### src/design/tfv_pkg.sv
`timescale 1ns / 1ps
`default_nettype none
package tfv_pkg;

  // Big-endian tags as they sit in the byte window, newest byte lowest
  localparam logic [31:0] TAG_HDR_START = 32'hCAFE_DADE;
  localparam logic [31:0] TAG_DAT_START = 32'hCAFE_BABE;
  localparam logic [31:0] TAG_HDR_END   = 32'hDADE_CAFE;
  localparam logic [31:0] TAG_DAT_END   = 32'hBABE_CAFE;

  localparam logic [7:0] HDR_LEN      = 8'd18;
  localparam logic [7:0] DAT_BASE     = 8'd16;
  localparam logic [7:0] TAG_BYTES    = 8'd4;
  localparam logic [7:0] CNT_HIGH_POS = 8'd11;
  localparam logic [7:0] CNT_LOW_POS  = 8'd12;

  typedef enum logic [2:0] {
    VERDICT_OK         = 3'd0,
    VERDICT_NO_END     = 3'd1,
    VERDICT_BAD_SIZE   = 3'd2,
    VERDICT_INCOMPLETE = 3'd3
  } verdict_t;

  typedef struct packed {
    logic     frame_kind;
    verdict_t verdict;
    logic [7:0] frame_bytes;
  } result_t;

endpackage
`default_nettype wire

### src/design/tagged_frame_validator.sv
`timescale 1ns / 1ps
`default_nettype none
// Channel  Direction  Ports                                          Carries
// in_      input      in_valid, in_ready, in_byte_value,            one stream byte
//                     in_buffer_end                                  per transaction
// out_     output     out_valid, out_ready, out_frame_kind,         one frame verdict
//                     out_verdict, out_frame_bytes                   per transaction
//
// One byte per cycle sustained while the result buffer has space: window shift, tag
// compare, byte counter and length multiply all settle combinationally between the
// input register and the result buffer, from which each registered verdict is presented.
// rst_n is synchronous and active low; it restores hunting mode with a clear window.
// A two-entry result buffer absorbs a stalled consumer; input stalls only once it is full.
module tagged_frame_validator #(
  parameter int CHANNEL_BYTES   = 8,
  parameter int MAX_FRAME_BYTES = 208
) (
  input  wire logic       clk,
  input  wire logic       rst_n,
  input  wire logic       in_valid,
  output      logic       in_ready,
  input  wire logic [7:0] in_byte_value,
  input  wire logic       in_buffer_end,
  output      logic       out_valid,
  input  wire logic       out_ready,
  output      logic       out_frame_kind,
  output      logic [2:0] out_verdict,
  output      logic [7:0] out_frame_bytes
);
  import tfv_pkg::*;

  logic    space;
  logic    push;
  result_t push_data;
  result_t out_data;

  // Register each byte, track the frame and decide the verdict
  tfv_core #(
    .CHANNEL_BYTES  (CHANNEL_BYTES),
    .MAX_FRAME_BYTES(MAX_FRAME_BYTES)
  ) u_core (
    .clk          (clk),
    .rst_n        (rst_n),
    .in_valid     (in_valid),
    .in_ready     (in_ready),
    .in_byte_value(in_byte_value),
    .in_buffer_end(in_buffer_end),
    .space        (space),
    .push         (push),
    .push_data    (push_data)
  );

  // Hold verdicts until the consumer takes the transaction
  tfv_out_buf u_out_buf (
    .clk      (clk),
    .rst_n    (rst_n),
    .push     (push),
    .push_data(push_data),
    .space    (space),
    .out_valid(out_valid),
    .out_ready(out_ready),
    .out_data (out_data)
  );

  assign out_frame_kind  = out_data.frame_kind;
  assign out_verdict     = 3'(out_data.verdict);
  assign out_frame_bytes = out_data.frame_bytes;

endmodule
`default_nettype wire

### src/design/tfv_core.sv
`timescale 1ns / 1ps
`default_nettype none
module tfv_core #(
  parameter int CHANNEL_BYTES   = 8,
  parameter int MAX_FRAME_BYTES = 208
) (
  input  wire logic            clk,
  input  wire logic            rst_n,
  input  wire logic            in_valid,
  output      logic            in_ready,
  input  wire logic [7:0]      in_byte_value,
  input  wire logic            in_buffer_end,
  input  wire logic            space,
  output      logic            push,
  output      tfv_pkg::result_t push_data
);
  import tfv_pkg::*;

  localparam int LEN_W = 16 + $clog2(CHANNEL_BYTES) + 2;

  // Input register
  logic       stage_valid_r, stage_valid_nxt;
  logic [7:0] stage_byte_r;
  logic       stage_last_r;

  // Frame tracking state
  logic [31:0] window_r, window_nxt;
  logic        hunting_r, hunting_nxt;
  logic        kind_r, kind_nxt;
  logic [7:0]  count_r, count_nxt;
  logic [7:0]  expected_r, expected_nxt;
  logic [7:0]  count_high_r, count_high_nxt;

  logic             advance;
  logic [31:0]      shifted;
  logic [7:0]       cnt_inc;
  logic [7:0]       exp_eff;
  logic [15:0]      chan_count;
  logic [LEN_W-1:0] data_len;
  logic             emit;
  result_t          res;

  assign advance  = stage_valid_r && space;
  assign in_ready = !stage_valid_r || advance;

  always_comb begin
    stage_valid_nxt = stage_valid_r;
    if (advance) stage_valid_nxt = 1'b0;
    if (in_valid && in_ready) stage_valid_nxt = 1'b1;
  end

  assign shifted    = {window_r[23:0], stage_byte_r};
  assign cnt_inc    = count_r + 8'd1;
  assign chan_count = {count_high_r, stage_byte_r};
  assign data_len   = LEN_W'(chan_count) * LEN_W'(CHANNEL_BYTES) + LEN_W'(DAT_BASE);

  always_comb begin
    window_nxt     = shifted;
    hunting_nxt    = hunting_r;
    kind_nxt       = kind_r;
    count_nxt      = count_r;
    expected_nxt   = expected_r;
    count_high_nxt = count_high_r;
    exp_eff        = expected_r;
    emit           = 1'b0;
    res.frame_kind  = kind_r;
    res.verdict     = VERDICT_OK;
    res.frame_bytes = 8'd0;

    if (hunting_r) begin
      if (shifted == TAG_HDR_START || shifted == TAG_DAT_START) begin
        hunting_nxt    = 1'b0;
        kind_nxt       = (shifted == TAG_DAT_START);
        count_nxt      = TAG_BYTES;
        expected_nxt   = (shifted == TAG_DAT_START) ? 8'd0 : HDR_LEN;
        count_high_nxt = 8'd0;
        if (stage_last_r) begin
          emit            = 1'b1;
          res.frame_kind  = kind_nxt;
          res.verdict     = VERDICT_INCOMPLETE;
          res.frame_bytes = expected_nxt;
        end
      end else if (stage_last_r) begin
        window_nxt = 32'd0;
      end
    end else begin
      count_nxt = cnt_inc;
      if (kind_r && expected_r == 8'd0) begin
        if (cnt_inc == CNT_HIGH_POS) begin
          count_high_nxt = stage_byte_r;
        end else if (cnt_inc == CNT_LOW_POS) begin
          if (data_len > LEN_W'(MAX_FRAME_BYTES)) begin
            emit            = 1'b1;
            res.frame_kind  = 1'b1;
            res.verdict     = VERDICT_BAD_SIZE;
            res.frame_bytes = 8'd0;
          end else begin
            exp_eff      = data_len[7:0];
            expected_nxt = exp_eff;
          end
        end
      end
      if (!emit) begin
        if (exp_eff != 8'd0 && cnt_inc >= exp_eff) begin
          emit            = 1'b1;
          res.verdict     = (shifted == (kind_r ? TAG_DAT_END : TAG_HDR_END)) ?
                            VERDICT_OK : VERDICT_NO_END;
          res.frame_bytes = exp_eff;
        end else if (stage_last_r) begin
          emit            = 1'b1;
          res.verdict     = VERDICT_INCOMPLETE;
          res.frame_bytes = exp_eff;
        end
      end
    end

    // A verdict closes the frame: clear and hunt again
    if (emit) begin
      window_nxt     = 32'd0;
      hunting_nxt    = 1'b1;
      count_nxt      = 8'd0;
      expected_nxt   = 8'd0;
      count_high_nxt = 8'd0;
    end
  end

  assign push      = advance && emit;
  assign push_data = res;

  always_ff @(posedge clk) begin
    if (!rst_n) begin
      stage_valid_r <= 1'b0;
      window_r      <= 32'd0;
      hunting_r     <= 1'b1;
      kind_r        <= 1'b0;
      count_r       <= 8'd0;
      expected_r    <= 8'd0;
      count_high_r  <= 8'd0;
    end else begin
      stage_valid_r <= stage_valid_nxt;
      if (advance) begin
        window_r     <= window_nxt;
        hunting_r    <= hunting_nxt;
        kind_r       <= kind_nxt;
        count_r      <= count_nxt;
        expected_r   <= expected_nxt;
        count_high_r <= count_high_nxt;
      end
    end
  end

  always_ff @(posedge clk) begin
    if (in_valid && in_ready) begin
      stage_byte_r <= in_byte_value;
      stage_last_r <= in_buffer_end;
    end
  end

endmodule
`default_nettype wire

### src/design/tfv_out_buf.sv
`timescale 1ns / 1ps
`default_nettype none
module tfv_out_buf (
  input  wire logic             clk,
  input  wire logic             rst_n,
  input  wire logic             push,
  input  wire tfv_pkg::result_t push_data,
  output      logic             space,
  output      logic             out_valid,
  input  wire logic             out_ready,
  output      tfv_pkg::result_t out_data
);
  import tfv_pkg::*;

  logic [1:0] fill_r, fill_nxt;
  result_t    slot0_r, slot1_r;
  logic       pop;

  assign out_valid = (fill_r != 2'd0);
  assign out_data  = slot0_r;
  assign space     = (fill_r != 2'd2);
  assign pop       = out_valid && out_ready;

  always_comb begin
    fill_nxt = fill_r;
    case ({push, pop})
      2'b10:   fill_nxt = fill_r + 2'd1;
      2'b01:   fill_nxt = fill_r - 2'd1;
      default: fill_nxt = fill_r;
    endcase
  end

  always_ff @(posedge clk) begin
    if (!rst_n) begin
      fill_r <= 2'd0;
    end else begin
      fill_r <= fill_nxt;
    end
  end

  // Head slot always drives the port; second slot absorbs a stalled consumer
  always_ff @(posedge clk) begin
    case ({push, pop})
      2'b10: begin
        if (fill_r == 2'd0) slot0_r <= push_data;
        else                slot1_r <= push_data;
      end
      2'b01: slot0_r <= slot1_r;
      2'b11: begin
        if (fill_r == 2'd1) begin
          slot0_r <= push_data;
        end else begin
          slot0_r <= slot1_r;
          slot1_r <= push_data;
        end
      end
      default: ;
    endcase
  end

endmodule
`default_nettype wire
### config.mk
export PLATFORM = sky130hd
export DESIGN_NAME = tagged_frame_validator
export DESIGN_NICKNAME = d
export VERILOG_FILES = /design/src/design/tfv_pkg.sv /design/src/design/tagged_frame_validator.sv /design/src/design/tfv_core.sv /design/src/design/tfv_out_buf.sv
export SDC_FILE = /design/constraint.sdc
export NUM_CORES = 1
export LEC_CHECK = 0
export ABC_AREA = 1
export BUFFER_PORTS_ARGS = -buffer_cell sky130_fd_sc_hd__clkbuf_2
export CORE_MARGIN = 2
export CORE_UTILIZATION = 55
export CTS_CLUSTER_SIZE = 14
export DETAILED_ROUTE_END_ITERATION = 7
export HOLD_SLACK_MARGIN = 0.06
export PLACE_DENSITY = 0.76
export SLEW_MARGIN = 20
export SYNTH_ARGS = -nofsm -noshare
export SYNTH_HDL_FRONTEND = slang
export SYNTH_SLANG_ARGS = --single-unit
### constraint.sdc
create_clock -name clk -period 3.65 [get_ports clk]
set_input_delay 0.1825 -clock clk [delete_from_list [all_inputs] [get_ports clk]]
set_output_delay 0.1825 -clock clk [all_outputs]
set_load 0.01 [all_outputs]
==> flow_summary.toml <==
[status]
status = "complete, but fails checks"
violations = "setup timing"

[clock_network]
clkSlewWorstSetupHoldPaths_ps = 100
clock_path_buffers = 2
cts_htree_levels = 3
cts.sinks = 84
cts_tree = "yes"
clkLatencyLatePin_ps = 360
cts_buffers = 9
cts-root-buf = "clkbuf_8"

[drt]
drt_iter0_drc = 260
drt_wl_total_mm = 12.3
via_per_inst = 5.64
drt-wirelength-per-cell_um = 15.2
drtAntennaViolNets = 0
vias = 4563
drt_pass1_iterations = 5
drc = 0

[placement]
port_buffers = 25
dp_cells = 773
post_dp_cell_area_sq_um = 5160
routabilityCongestion = 0.934
place_worst_setup_slack_ps = -21.0
hpwlAfterDp_mm = 8.53

[power]
p_switching_uw = 530
power_density_nw_per_um2 = 337
peakVddDrop_uv = 188
p_int_mw = 1.40
pwr-share-comb_pct = 10.0
power.share.switching_pct = 27.4
seq_power_share_pct = 53.5
clock_power_share_pct = 36.4
p_leak_nw = 2.32
power_mw = 1.93

[critical_path]
crit_fanout = 6
cp.required_ps = 3740
cp.arrival_ps = 3780
criticalPathCategory = "reg -> reg"
setup.worst_path.end_class = "flop"
cp-start-kind = "flop"

[final_layout]
post-route-util_pct = 69.2
n_fill_cell = 693
drive_above_1_share_pct = 21.4
stdcell_area_sq_um = 5740
area_growth_pct = 20.8
final_nets = 729
diodes = 0
fin_cells = 809

[synth]
yosysWarnings = 0
avgSynthCellArea_sq_um = 7.50
synthCells = 634
seq_area_frac_synth_pct = 41.9
netlist_area_sq_um = 4750
synth.largest_area_cell = "dfxtp_1"
synth_fp_nets = 664
netlist_top_cells_area = "dfxtp_1 22%, edfxtp_1 20%, nand2_1 9.7%"
synthDistinctLibCells = 42
synth_top_cell_area_share_pct = 22.3
ys_ff_latch = 84

[min_path]
worstHoldPathType = "in -> reg"

[timing]
worst_slack_ps = -40.0
skew_ps = 12.2
tightest_slew_ps = 973
final_hold_viol_count = 0
fin_crit_ps = 3690
holdWs_ps = 433
max_freq_mhz = 271
setup_viol = 11
max-slew-margin-rel_pct = 35.2
fin_tns_setup_ps = -286
timing.final.crit_share_pct = 101
maxSlewViolCount = 0
rsz0062_at_grt = "true"

[die]
rows = 33
design.core.area_sq_um = 8300
die_area_sq_um = 9400
start_util_pct = 57.3
die_y_um = 97.0
die_x_um = 97.0
ios = 27

[global_routing]
overflow = 0
antenna_found_initial = 0
first_global_vias = 4383
grt_pass1_wl_mm = 19.8
grt_max_degree = 52
track_usage_pct = 25.2

[run]
max_cap_violations = 0
final cells by class:
class | instances | area (sq um) | area share, %
Tap cell | 105 | 131 | 2.29
Timing Repair Buffer | 74 | 552 | 9.61
Inverter | 79 | 299 | 5.21
Clock buffer | 9 | 124 | 2.16
Sequential cell | 84 | 1990 | 34.7
Multi-Input combinational cell | 451 | 2560 | 44.6
Clock inverter | 7 | 82.6 | 1.44
synthesized netlist by cell type, drive strengths merged:
cell type / n
nand2: 132
or2: 3
o21ai: 47
conb: 1
a21oi: 56
nor3: 5
nand3: 66
nand3b: 2
nor4: 6
o31ai: 1
a211oi: 3
dfxtp: 53
clkinv: 1
buf: 6
inv: 78
ha: 17
xor2: 2
nor3b: 1
o41ai: 1
a22oi: 4
o22ai: 1
o21bai: 2
edfxtp: 31
nor2: 72
o2111ai: 1
clkbuf: 15
o211ai: 3
a21boi: 2
nand4: 22
worst max-delay path, cell delays in order, from the launching register on:
cell and delay (ps):
edfxtp_1 520, buf_4 190, or2_4 220, nand2_2 60
nor2_1 50, nand2_1 60, nand2_1 50, clkinv_1 50
nand2_2 50, nor2_4 150, nand4_1 140, nand2_2 110
inv_2 60, ha_4 220, a21oi_2 130, o21ai_1 90
nand2_1 90, o2111ai_2 130, nand2_2 120, nand4_4 90
nand3_4 110, inv_4 50, ha_4 160, nand2_1 70
a21boi_4 250, clkbuf_16 180
power by group through the flow:
stage	Clock, mW	Combinational, mW	Sequential (mW)
after CTS	0.716	0.183	1.03
after global placement	0	0.169	1.05
final	0.704	0.194	1.04
after global routing	0.761	0.217	1.04
after floorplan	0	0.119	1.05
after detailed placement	0	0.173	1.06
metal layers:
| metal | up-vias | wire (um) | global-route usage [%] | part of all wire [%] |
|---|---|---|---|---|
| met1 | 2164 | 5230 | 31.2 | 43 |
| met3 | 20 | 449 | 3.11 | 3.7 |
| met5 | - | 0 | 0 | 0 |
| met2 | 120 | 6390 | 45.5 | 52 |
| li1 | 2259 | - | - | - |
| met4 | 0 | 221 | 8.02 | 1.8 |
cells in the final DEF (no fill, tap or decap), drive strengths merged, types with 3 or more instances in the layout:
master	n
dfxtp	53
o21ai	47
inv	81
edfxtp	31
ha	17
nor3	5
nand4	22
nand3	66
nor4	6
or2	3
o211ai	3
a211oi	3
clkbuf	35
nor2	72
dlygate4sd3	10
clkinv	3
nand2	132
a22oi	4
a21oi	56
buf	38
cell families after synthesis:
logic type / after synthesis / share of synthesized area, %
XOR/XNOR: 2 / 0.369
AO/OA/AOI/OAI: 121 / 14.1
flip-flops: 84 / 41.9
AND/OR/NAND/NOR: 309 / 30.7
adder cells (fa/ha/maj): 17 / 4.47
other: 1 / 0.0789
buffers and inverters: 100 / 8.37
worst paths after layout:
check | startpoint | to | slack (ps) | cells after the start
max | u_core.stage_byte_r[3] | u_out_buf.slot1_r[3] | -40 | 25
min | rst_n | u_core.hunting_r | 430 | 2
max reg2reg | u_core.stage_byte_r[3] | u_out_buf.slot1_r[3] | -40 | 25
min reg2reg | u_core.expected_r[7] | u_core.expected_r[7] | 480 | 2
state kept, by name (all words and copies together) (netlist names):
register	cells
u_core.hunting_r	1
u_core.stage_last_r	1
u_out_buf.fill_r	2
u_core.kind_r	1
u_out_buf.slot1_r	11
u_core.count_high_r	8
u_core.stage_valid_r	1
u_out_buf.out_data	11
u_core.count_r	8
u_core.stage_byte_r	8
u_core.window_r	24
u_core.expected_r	8
timing repair:
action | CTS | global route
endpoints found under the setup margin | 22 | 82
resized for setup | 8 | 36
cloned | 0 | 2
buffers inserted | 0 | 8
hold buffers | 10 | 0
pin swaps | 2 | 21
hold endpoints to repair | 10 | 0
No activity file was read; power rests on OpenSTA's default activity.
